[config.mk]
export PLATFORM = sky130hd
export DESIGN_NAME = ordered_key_list
export DESIGN_NICKNAME = d
export VERILOG_FILES = /design/src/hdl/okl_pkg.sv /design/src/hdl/okl_store.sv /design/src/hdl/okl_ctrl.sv /design/src/hdl/ordered_key_list.sv
export SDC_FILE = /design/constraint.sdc
export NUM_CORES = 2
export LEC_CHECK = 0
export BUFFER_PORTS_ARGS = -buffer_cell sky130_fd_sc_hd__buf_2
export CAP_MARGIN = 15
export CORE_AREA = 3 3 313 315
export DETAILED_ROUTE_END_ITERATION = 10
export DIE_AREA = 0 0 316 318
export GPL_ROUTABILITY_DRIVEN = 0
export PLACE_DENSITY = 0.7
export SLEW_MARGIN = 20
export SYNTH_ARGS = -nofsm -noshare
export SYNTH_HDL_FRONTEND = slang
export SYNTH_SLANG_ARGS = --single-unit
[constraint.sdc]
create_clock -name clk -period 4.05 [get_ports clk]
set_input_delay 0.405 -clock clk [delete_from_list [all_inputs] [get_ports clk]]
set_output_delay 0.405 -clock clk [all_outputs]
set_load 0.05 [all_outputs]
[src/hdl/okl_pkg.sv]
`timescale 1ns / 1ps
// ----------------------------------------------------------------------------
// okl_pkg: shared definitions for the ordered key list
// Request and status codes, field widths and the default list depth.
// ----------------------------------------------------------------------------
package okl_pkg;

  localparam int DEFAULT_DEPTH = 32;

  localparam int KEY_W    = 32;
  localparam int REQ_W    = 2;
  localparam int STATUS_W = 3;

  localparam logic [REQ_W-1:0] REQ_APPEND = 2'd0;
  localparam logic [REQ_W-1:0] REQ_DELETE = 2'd1;
  localparam logic [REQ_W-1:0] REQ_DUMP   = 2'd2;

  localparam logic [STATUS_W-1:0] ST_ITEM     = 3'd0;
  localparam logic [STATUS_W-1:0] ST_APPENDED = 3'd1;
  localparam logic [STATUS_W-1:0] ST_FULL     = 3'd2;
  localparam logic [STATUS_W-1:0] ST_DELETED  = 3'd3;
  localparam logic [STATUS_W-1:0] ST_NOTFOUND = 3'd4;
  localparam logic [STATUS_W-1:0] ST_EMPTY    = 3'd5;

endpackage

[src/hdl/okl_store.sv]
`timescale 1ns / 1ps
// ----------------------------------------------------------------------------
// okl_store: key storage
// Single write port, single read port with registered read data.
// ----------------------------------------------------------------------------
module okl_store #(
  parameter int LIST_DEPTH = okl_pkg::DEFAULT_DEPTH,
  localparam int AW = (LIST_DEPTH > 1) ? $clog2(LIST_DEPTH) : 1
) (
  input  logic                              clk,
  input  logic                              we,
  input  logic [AW-1:0]                     waddr,
  input  logic signed [okl_pkg::KEY_W-1:0]  wdata,
  input  logic [AW-1:0]                     raddr,
  output logic signed [okl_pkg::KEY_W-1:0]  rdata
);

  logic signed [okl_pkg::KEY_W-1:0] mem [LIST_DEPTH];

  always_ff @(posedge clk) begin
    if (we) begin
      mem[waddr] <= wdata;
    end
    rdata <= mem[raddr];
  end

endmodule

[src/hdl/okl_ctrl.sv]
`timescale 1ns / 1ps
// ----------------------------------------------------------------------------
// okl_ctrl: request sequencer
// Walks the key store one entry per cycle through a single compare unit:
// search, gap closing and dump, plus the registered result outputs.
// ----------------------------------------------------------------------------
module okl_ctrl #(
  parameter int LIST_DEPTH = okl_pkg::DEFAULT_DEPTH,
  localparam int AW = (LIST_DEPTH > 1) ? $clog2(LIST_DEPTH) : 1,
  localparam int CW = $clog2(LIST_DEPTH + 1)
) (
  input  logic                                clk,
  input  logic                                rst,
  input  logic                                start,
  output logic                                busy,
  input  logic [okl_pkg::REQ_W-1:0]           req_type,
  input  logic signed [okl_pkg::KEY_W-1:0]    key,
  output logic                                strobe,
  output logic signed [okl_pkg::KEY_W-1:0]    out_key,
  output logic [okl_pkg::STATUS_W-1:0]        status,
  output logic                                last,
  output logic                                mem_we,
  output logic [AW-1:0]                       mem_waddr,
  output logic signed [okl_pkg::KEY_W-1:0]    mem_wdata,
  output logic [AW-1:0]                       mem_raddr,
  input  logic signed [okl_pkg::KEY_W-1:0]    mem_rdata
);

  typedef enum logic [3:0] {
    S_IDLE  = 4'b0001,
    S_SCAN  = 4'b0010,
    S_SHIFT = 4'b0100,
    S_DUMP  = 4'b1000
  } state_t;

  state_t state, state_next;
  logic [CW-1:0] cnt, cnt_next;
  logic [AW-1:0] pos, pos_next;
  logic signed [okl_pkg::KEY_W-1:0] key_r, key_next;

  logic strobe_next, last_next;
  logic signed [okl_pkg::KEY_W-1:0] out_key_next;
  logic [okl_pkg::STATUS_W-1:0] status_next;

  logic [CW-1:0] pos_inc;
  logic          at_tail;
  logic [AW-1:0] rd_ahead;

  // pos tracks the entry now on the read data; the read of pos+1 is issued ahead
  assign pos_inc  = CW'(pos) + CW'(1);
  assign at_tail  = (pos_inc == cnt);
  assign rd_ahead = (pos_inc < CW'(LIST_DEPTH)) ? pos_inc[AW-1:0] : '0;
  assign busy     = (state != S_IDLE);

  always_comb begin
    state_next   = state;
    cnt_next     = cnt;
    pos_next     = pos;
    key_next     = key_r;
    strobe_next  = 1'b0;
    out_key_next = out_key;
    status_next  = status;
    last_next    = last;
    mem_we       = 1'b0;
    mem_waddr    = pos;
    mem_wdata    = key;
    mem_raddr    = '0;
    unique case (state)
      S_IDLE: begin
        if (start) begin
          unique case (req_type)
            okl_pkg::REQ_APPEND: begin
              strobe_next  = 1'b1;
              out_key_next = key;
              last_next    = 1'b1;
              if (cnt == CW'(LIST_DEPTH)) begin
                status_next = okl_pkg::ST_FULL;
              end else begin
                mem_we      = 1'b1;
                mem_waddr   = cnt[AW-1:0];
                mem_wdata   = key;
                cnt_next    = cnt + CW'(1);
                status_next = okl_pkg::ST_APPENDED;
              end
            end
            okl_pkg::REQ_DELETE: begin
              if (cnt == '0) begin
                strobe_next  = 1'b1;
                out_key_next = key;
                status_next  = okl_pkg::ST_NOTFOUND;
                last_next    = 1'b1;
              end else begin
                key_next   = key;
                pos_next   = '0;
                state_next = S_SCAN;
              end
            end
            okl_pkg::REQ_DUMP: begin
              if (cnt == '0) begin
                strobe_next  = 1'b1;
                out_key_next = '0;
                status_next  = okl_pkg::ST_EMPTY;
                last_next    = 1'b1;
              end else begin
                pos_next   = '0;
                state_next = S_DUMP;
              end
            end
            default: begin
            end
          endcase
        end
      end
      S_SCAN: begin
        mem_raddr = rd_ahead;
        if (mem_rdata == key_r) begin
          if (at_tail) begin
            cnt_next     = cnt - CW'(1);
            strobe_next  = 1'b1;
            out_key_next = key_r;
            status_next  = okl_pkg::ST_DELETED;
            last_next    = 1'b1;
            state_next   = S_IDLE;
          end else begin
            pos_next   = pos + AW'(1);
            state_next = S_SHIFT;
          end
        end else if (at_tail) begin
          strobe_next  = 1'b1;
          out_key_next = key_r;
          status_next  = okl_pkg::ST_NOTFOUND;
          last_next    = 1'b1;
          state_next   = S_IDLE;
        end else begin
          pos_next = pos + AW'(1);
        end
      end
      S_SHIFT: begin
        // move entry pos down one place
        mem_we    = 1'b1;
        mem_waddr = pos - AW'(1);
        mem_wdata = mem_rdata;
        mem_raddr = rd_ahead;
        if (at_tail) begin
          cnt_next     = cnt - CW'(1);
          strobe_next  = 1'b1;
          out_key_next = key_r;
          status_next  = okl_pkg::ST_DELETED;
          last_next    = 1'b1;
          state_next   = S_IDLE;
        end else begin
          pos_next = pos + AW'(1);
        end
      end
      S_DUMP: begin
        mem_raddr    = rd_ahead;
        strobe_next  = 1'b1;
        out_key_next = mem_rdata;
        status_next  = okl_pkg::ST_ITEM;
        last_next    = at_tail;
        if (at_tail) begin
          state_next = S_IDLE;
        end else begin
          pos_next = pos + AW'(1);
        end
      end
      default: begin
        state_next = S_IDLE;
      end
    endcase
  end

  always_ff @(posedge clk) begin
    if (rst) begin
      state  <= S_IDLE;
      cnt    <= '0;
      strobe <= 1'b0;
    end else begin
      state  <= state_next;
      cnt    <= cnt_next;
      strobe <= strobe_next;
    end
  end

  always_ff @(posedge clk) begin
    pos     <= pos_next;
    key_r   <= key_next;
    out_key <= out_key_next;
    status  <= status_next;
    last    <= last_next;
  end

  a_cnt_bound: assert property (@(posedge clk) disable iff (rst)
    cnt <= CW'(LIST_DEPTH))
    else $error("entry count beyond list depth");

  a_final_idle: assert property (@(posedge clk) disable iff (rst)
    strobe && last |-> state == S_IDLE)
    else $error("final result while still walking the list");

  a_del_count: assert property (@(posedge clk) disable iff (rst)
    strobe && status == okl_pkg::ST_DELETED |-> cnt == $past(cnt) - CW'(1))
    else $error("delete did not shrink the list by one");

  a_app_count: assert property (@(posedge clk) disable iff (rst)
    strobe && status == okl_pkg::ST_APPENDED |-> cnt == $past(cnt) + CW'(1))
    else $error("append did not grow the list by one");

  a_write_src: assert property (@(posedge clk) disable iff (rst)
    mem_we |-> state == S_SHIFT || (state == S_IDLE && start))
    else $error("key store written outside append or gap closing");

endmodule

[src/hdl/ordered_key_list.sv]
`timescale 1ns / 1ps
// ----------------------------------------------------------------------------
// ordered_key_list: bounded ordered list of signed keys
// Append at the tail, delete first match with gap closing, dump head to tail.
// ----------------------------------------------------------------------------
// Requests are taken when start is high and busy is low. An append (or any
// request on an empty list) is handled while idle and leaves busy low. A delete
// or dump on n entries holds busy while all n are walked: the single read port
// of the key store is stepped one entry per cycle, through search and gap
// closing alike. Each result is shown on out_key/status/last for one cycle with
// strobe high, the cycle after it is decided; a dump gives one result per cycle
// and the receiver must take every one, since nothing can hold results back.
module ordered_key_list #(
  parameter int LIST_DEPTH = okl_pkg::DEFAULT_DEPTH
) (
  input  logic                              clk,
  input  logic                              rst,
  input  logic                              start,
  output logic                              busy,
  input  logic [okl_pkg::REQ_W-1:0]         req_type,
  input  logic signed [okl_pkg::KEY_W-1:0]  key,
  output logic                              strobe,
  output logic signed [okl_pkg::KEY_W-1:0]  out_key,
  output logic [okl_pkg::STATUS_W-1:0]      status,
  output logic                              last
);

  localparam int AW = (LIST_DEPTH > 1) ? $clog2(LIST_DEPTH) : 1;

  logic                             mem_we;
  logic [AW-1:0]                    mem_waddr;
  logic signed [okl_pkg::KEY_W-1:0] mem_wdata;
  logic [AW-1:0]                    mem_raddr;
  logic signed [okl_pkg::KEY_W-1:0] mem_rdata;

  okl_ctrl #(
    .LIST_DEPTH(LIST_DEPTH)
  ) u_ctrl (
    .clk      (clk),
    .rst      (rst),
    .start    (start),
    .busy     (busy),
    .req_type (req_type),
    .key      (key),
    .strobe   (strobe),
    .out_key  (out_key),
    .status   (status),
    .last     (last),
    .mem_we   (mem_we),
    .mem_waddr(mem_waddr),
    .mem_wdata(mem_wdata),
    .mem_raddr(mem_raddr),
    .mem_rdata(mem_rdata)
  );

  okl_store #(
    .LIST_DEPTH(LIST_DEPTH)
  ) u_store (
    .clk  (clk),
    .we   (mem_we),
    .waddr(mem_waddr),
    .wdata(mem_wdata),
    .raddr(mem_raddr),
    .rdata(mem_rdata)
  );

endmodule
# --- Word level (Yosys, flattened, before mapping) ---
# Memory sizes are Yosys's and may differ from the RTL's. A register that Yosys moved wholly into a read port is not among the register bits.
# Cells that the tools add are included.
classes:
  n_mux: 57
  n_lt_le_gt_ge: 1
  n_reduce_logical: 17
  n_eq_ne: 27
  bitwise_logic: 1
  add_sub_neg: 5
op_table:
  columns: ["operator", "n"]
  rows:
  - ["32-bit one-hot mux with 3 select lines", 2]
  - ["32-bit 2-to-1 mux", 5]
  - ["5-bit 2-to-1 mux", 9]
  - ["32-bit == test", 1]
  - ["6-bit 2-to-1 mux", 5]
  - ["3-bit 2-to-1 mux", 7]
  - ["4-bit 2-to-1 mux", 5]
  - ["5-bit one-hot mux with 2 select lines", 2]
  - ["6-bit one-hot mux with 3 select lines", 1]
  - ["5-bit AND reduction", 3]
  - ["2-bit inequality test (second input constant)", 6]
  - ["3-bit inequality test (second input constant)", 4]
  - ["3-bit one-hot mux with 4 select lines", 1]
  - ["4-bit one-hot mux with 3 select lines", 1]
  - ["6-bit AND reduction", 2]
  - ["1-bit 2-to-1 mux", 11]
  - ["3-bit by 2-bit inequality test with 1-bit output (second input constant)", 3]
  - ["3-bit one-hot mux with 3 select lines", 1]
  - ["4-bit one-hot mux with 2 select lines", 1]
  - ["4-bit AND reduction", 2]
  - ["5-bit by 1-bit adder with 6-bit output (second input constant)", 1]
  - ["6-bit by 1-bit adder with 6-bit output (second input constant)", 1]
  - ["6-bit == test", 1]
  - ["6-bit == test (second input constant)", 1]
  - ["other kinds (25)", 32]
word_totals:
  mem_bits_rw: 1024
  register_bits: 84
  n_memories: 1
  out_inout_bits: 38
  inputBits: 37
mem_list:
  columns: ["name", "depth", "width", "rd", "rd_ports_with_merged_regs", "wr", "line_no", "source"]
  rows:
  - ["u_store.mem", 32, 32, 1, 1, 1, "okl_store.sv:18", "logic signed [okl_pkg::KEY_W-1:0] mem [LIST_DEPTH];"]

# --- Depth between registers and ports, before layout ---
logic_depth:
  ltp_word: 7
  mapped_depth: 13
  mapped_depth_nobuf: 10

# --- By module ---
# Synthesis repeated with hierarchy kept, for this count alone.
unflattened:
  hier_cells: 2730
  area_unflattened_um2: 45188.3
modules_own_cells:
  columns: ["mod", "seq_area_each_um2", "instances", "cells_each", "area_per_inst_um2"]
  rows:
  - ["okl_store", 31390.1, 1, 2260, 40492.6]
  - ["okl_ctrl", 2412.3, 1, 470, 4695.8]

# --- Worst setup path before layout ---
# No wires, ideal clock.
synth_path:
  path_type: "flip-flop to flip-flop"
  from: "register u_ctrl.state[1]"
  to: "register u_ctrl.key_r[0] in the netlist's numbering (enable)"
  required_ps: 3582
  synth_period_minus_slack_ps: 4086
  arrival_time_ps: 3618
  n_path_buf: 1
  path_slack_ps: -36
  stages_incl_launch_ff: 5
  cell_sequence: "dfxtp_1 buf_2 nor4b_1 nand2_1 nor3b_1"
synth_via:
  elab_chain_len: 2
synth_rtl:
  columns: ["element", "line_no", "source"]
  rows:
  - ["start: declaration", "okl_ctrl.sv:36", "state_t state, state_next;"]
  - ["start signal: assignment", "okl_ctrl.sv:179", "state <= state_next;"]
  - ["4-bit by 1-bit == test with 1-bit output", "okl_ctrl.sv:68", "unique case (state)"]
  - ["4-bit AND reduction (no line)", null, null]
  - ["end signal: assignment", "okl_ctrl.sv:187", "key_r <= key_next;"]
  - ["end: declaration", "okl_ctrl.sv:39", "logic signed [okl_pkg::KEY_W-1:0] key_r, key_next;"]
# Every way passes these cells.
# A chain may end at the register's enable or synchronous reset.

# --- Worst setup path in the final report ---
layout_path:
  from: "register u_ctrl.state[1]"
  to: "register u_store.rdata[27] in the netlist's numbering (read register of u_store.mem)"
layout_via:
  elab_chain_len: 3
  word_cells_on_any_way: 5
  cone_classes: "eq/ne: 3; mux: 1; reduce/logical: 1"
layout_rtl:
  columns: ["element", "line_no", "source"]
  rows:
  - ["4-bit by 2-bit == test with 1-bit output, or another cell as far along", "okl_ctrl.sv:68", null]
  - ["3-bit OR reduction (no line) *", null, null]
  - ["5-bit 2-to-1 mux *", "okl_ctrl.sv:68", null]
  - ["end: declaration", "okl_store.sv:15", "output logic signed [okl_pkg::KEY_W-1:0] rdata"]
# Mark *: on every way between the ends. The rest lies on a longest branch, timed or not.

==> metrics.md <==
| Metric | Value |
|---|---|
| Status | complete, no violations |
| Synth cell types | 61 |
| Hold-fix buffers, CTS | 33 |
| Worst reg2reg path depth | 11 |
| Syn nets | 3592 |
| Lkg Pwr | 0.01819 uW |
| Clock Tree Root | clkbuf_16 |
| Synthesized area | 0.04572 mm2 |
| Via count | about 30000 |
| Levels on crit path | 11 |
| Reg clk slew, reported paths | 0.07 ns |
| CORE AREA | 0.09515 mm2 |
| CP Max Fanout | 15 |
| Number of enable flip-flop cells after synthesis | 1097 |
| RSZ-0062 raised after global routing | no |
| Peak supply drop | 0.4441 mV |
| DRT iter0 DRCs | 4694 |
| Share of cells above drive strength 1 | a little under an eighth |
| Post-CTS Setup Repair Bufs | 0 |
| Placed inst area | 0.04853 mm2 |
| Die width | 316 um |
| Hold Path Depth | 5 |
| Overall Power | 23770 uW |
| Input/output buffers | 74 |
| Via density per instance | between 5 and 6 |
| Cell mode on critical path | buf_4 |
| Vias in the first global route | around 29000 |
| Clock Skews | 0.03471 ns |
| Post-route minimum period | about 3.7 ns |
| Gate Count Post-Synth | around 3500 |
| Multi-input logic area | 0.01114 mm2 |
| Fillers | 7407 |
| CP max stage cell | a311oi_1 |
| Setup violations, final | 0 |
| Num CTS Buffers | 111 |
| Antenna violations before repair | 3 |
| Synth Area per Inst | 12.90 um2 |
| CP peak stage delay | 0.75 ns |
| Worst-path cell chain | nor4b_4, buf_4, a21oi_1, nor3_2, buf_12, buf_4, mux2i_1, a32o_1, a311oi_1, buf_4, o22a_1 |
| Met3 Use GR | 5.470% |
| WP data arrival | 4.35 ns |
| Category of the worst setup path launch point | flip-flop |
| Synthesis Warnings | 0 |
| Layout Nets | 3732 |
| Number of clock sinks seen by CTS | 1140 |
| WP buf/inv | 4 |
| Area of the die | 0.1005 mm2 |
| Drc violations | 0 |
| GR Util met1 | 35.23% |
| # rows | 113 |
| Post-cts resize count | 0 |
| TritonCTS clock tree | built |
| Worst slew pin tran | 1.144 ns |
| Worst setup path class | reg -> reg |
| Die Y | 318 um |
| DRT antenna net count | 0 |
| Delay-heaviest family, CP | compound AO/OA/AOI/OAI gates |
| First-pass GRT wire length | 184900 um |
| GRT busiest layer | met2 |
| FFs w/ async S/R, synth | 0% |
| P per Cell Area | about 450 mW/mm2 |
| Hold Slack | 0.3045 ns |
| Area contributors post-synth | edfxtp_1, nand2_1, nand3_1, dfxtp_1, clkbuf_1 |
| Post-DP HPWL | 72270 um |
| Met2 usage | 37.14% |
| Top cell type's share of synthesized area | 72.04% |
| Synth Flop Type | edfxtp_1 |
| Slew HR | 23.75% |
| H-tree Lvls | 3 |
| Required @ worst endpoint | 4.66 ns |
| Drt wl/cell | between 20 and 25 um |
| Sequential share of the synthesized area | 73.93% |
| Register Area | between 0.03 and 0.04 mm2 |
| Worst Setup End Kind | flip-flop |
| Drt pass-1 iters | 8 |
| Worst min-delay path category | in -> reg |
| Initial Utilization | between 40% and 50% |
| Gr ovfl total | 0 |
| Setup tns final | 0 ns |
| Final instance area | 0.05241 mm2 |
| Largest buffer count on any clock path | 3 |
| Post-synthesis register bit count | 1140 |
| Syn-to-layout area delta | 14.63% |
| Pins Over Slew Limit | 0 |
| Hold Vio Cnt, Final | 0 |
| Worst-Skew Late Latency | 0.69 ns |
| Drt total wl | roughly 130000 um |
| Total of max-cap violations | 0 |
| IO Pins | 75 |
| Diodes inserted | 0 |
| Fmax | 267.8 MHz |
| Cell taking the most area after synthesis | edfxtp_1 |
| Largest net degree at the start of global routing | 189 |
| Fin crit share | slightly above 90% |
| Overall Global Routing Usage | around 24% |
==> area by class of cell <==
cell class / count / share of cell area (%)
inverters: 42 / 0.3151
well taps: 1265 / 3.020
repair buffers: 260 / 4.173
flip-flops and latches: 1140 / 64.49
clock buffers: 148 / 5.798
clock inverters: 60 / 0.9477
multi-input cells: 2129 / 21.26
==> cell usage after synthesis, types with 15 or more instances <==
cell type	n
a211oi_1	36
a21oi_1	110
a222oi_1	32
a311o_1	31
a311oi_1	32
a32o_1	32
and3_1	38
buf_1	15
buf_2	54
clkbuf_1	156
dfxtp_1	43
edfxtp_1	1097
inv_1	40
mux2i_1	35
nand2_1	1010
nand3_1	513
nor2_1	63
o21ai_0	35
o22a_1	31
xnor2_1	42
==> cells by family (layout without fill, tap and decap cells) <==
| family | after synthesis | count (layout) | share of synthesized area (%) |
|---|---|---|---|
| fa+ha+maj | 11 | 11 | 0.3174 |
| xor+xnor | 49 | 49 | 0.9386 |
| mux | 35 | 35 | 0.7662 |
| simple gates | 1667 | 1667 | 15.62 |
| flops | 1140 | 1140 | 73.93 |
| buf+inv | 275 | 510 | 2.487 |
| compound gates | 367 | 367 | 5.946 |
==> per-stage QoR <==
stage               worst slack (ns)  util [%]  cells
floorplan                  -0.008581         -   3544
global placement              0.5750     50.99   4803
finish                        0.3156     55.08   5044
detailed placement            0.5000     51.00   4803
global route                  0.1010     55.08   5044
CTS                           0.4538     55.06   5044
==> layer usage <==
| layer | wire length (um) | share of wire (%) |
|---|---|---|
| met3 | 14350 | 11 |
| met5 | 11 | 0.0088 |
| met2 | 56770 | 45 |
| met4 | 3786 | 3.0 |
| met1 | 50160 | 40 |
==> report_power, final <==
part           internal, uW  switching [uW]  leakage (uW)  total (uW)
Clock                  5660            4370       0.00173       10000
Combinational           169             538       0.00622         707
Sequential            13000            42.8        0.0102       13000
==> worst register-to-register path, stage by stage (launching register included) <==
cell and delay, ns:
dfxtp_1 0.49, nor4b_4 0.09, buf_4 0.21, a21oi_1 0.75, nor3_2 0.20, buf_12 0.22
buf_4 0.22, mux2i_1 0.18, a32o_1 0.22, a311oi_1 0.75, buf_4 0.23, o22a_1 0.13
==> path summary, 6_finish.rpt <==
kind / slack (ns) / from / endpoint
setup / recovery: 0.32 / u_ctrl.state[1] / u_store.rdata[27]
hold / removal: 0.30 / start / u_ctrl.state[0]
setup reg to reg: 0.32 / u_ctrl.state[1] / u_store.rdata[27]
hold reg to reg: 0.56 / u_ctrl.cnt[3] / u_ctrl.cnt[3]
==> sequential cells by signal, summed over array words and instances (netlist names) <==
name,cells
u_store.mem,1024
u_ctrl.key_r,32
u_ctrl.out_key,32
u_store.rdata,32
u_ctrl.cnt,6
u_ctrl.pos,5
u_ctrl.state,4
u_ctrl.status,3
u_ctrl.last,1
u_ctrl.strobe,1
==> cells in the final DEF, fill, tap and decap left out, drive strengths merged, types with 33 or more instances in the layout <==
| cell | count |
|---|---|
| clkbuf | 148 |
| and3 | 38 |
| buf | 227 |
| xnor2 | 42 |
| dfxtp | 43 |
| nor2 | 63 |
| edfxtp | 1097 |
| nand2 | 1010 |
| dlygate4sd3 | 33 |
| a211oi | 36 |
| inv | 45 |
| mux2i | 35 |
| clkinv | 48 |
| nand3 | 513 |
| a21oi | 110 |
| o21ai | 40 |
(Power assumes the default switching activity.)
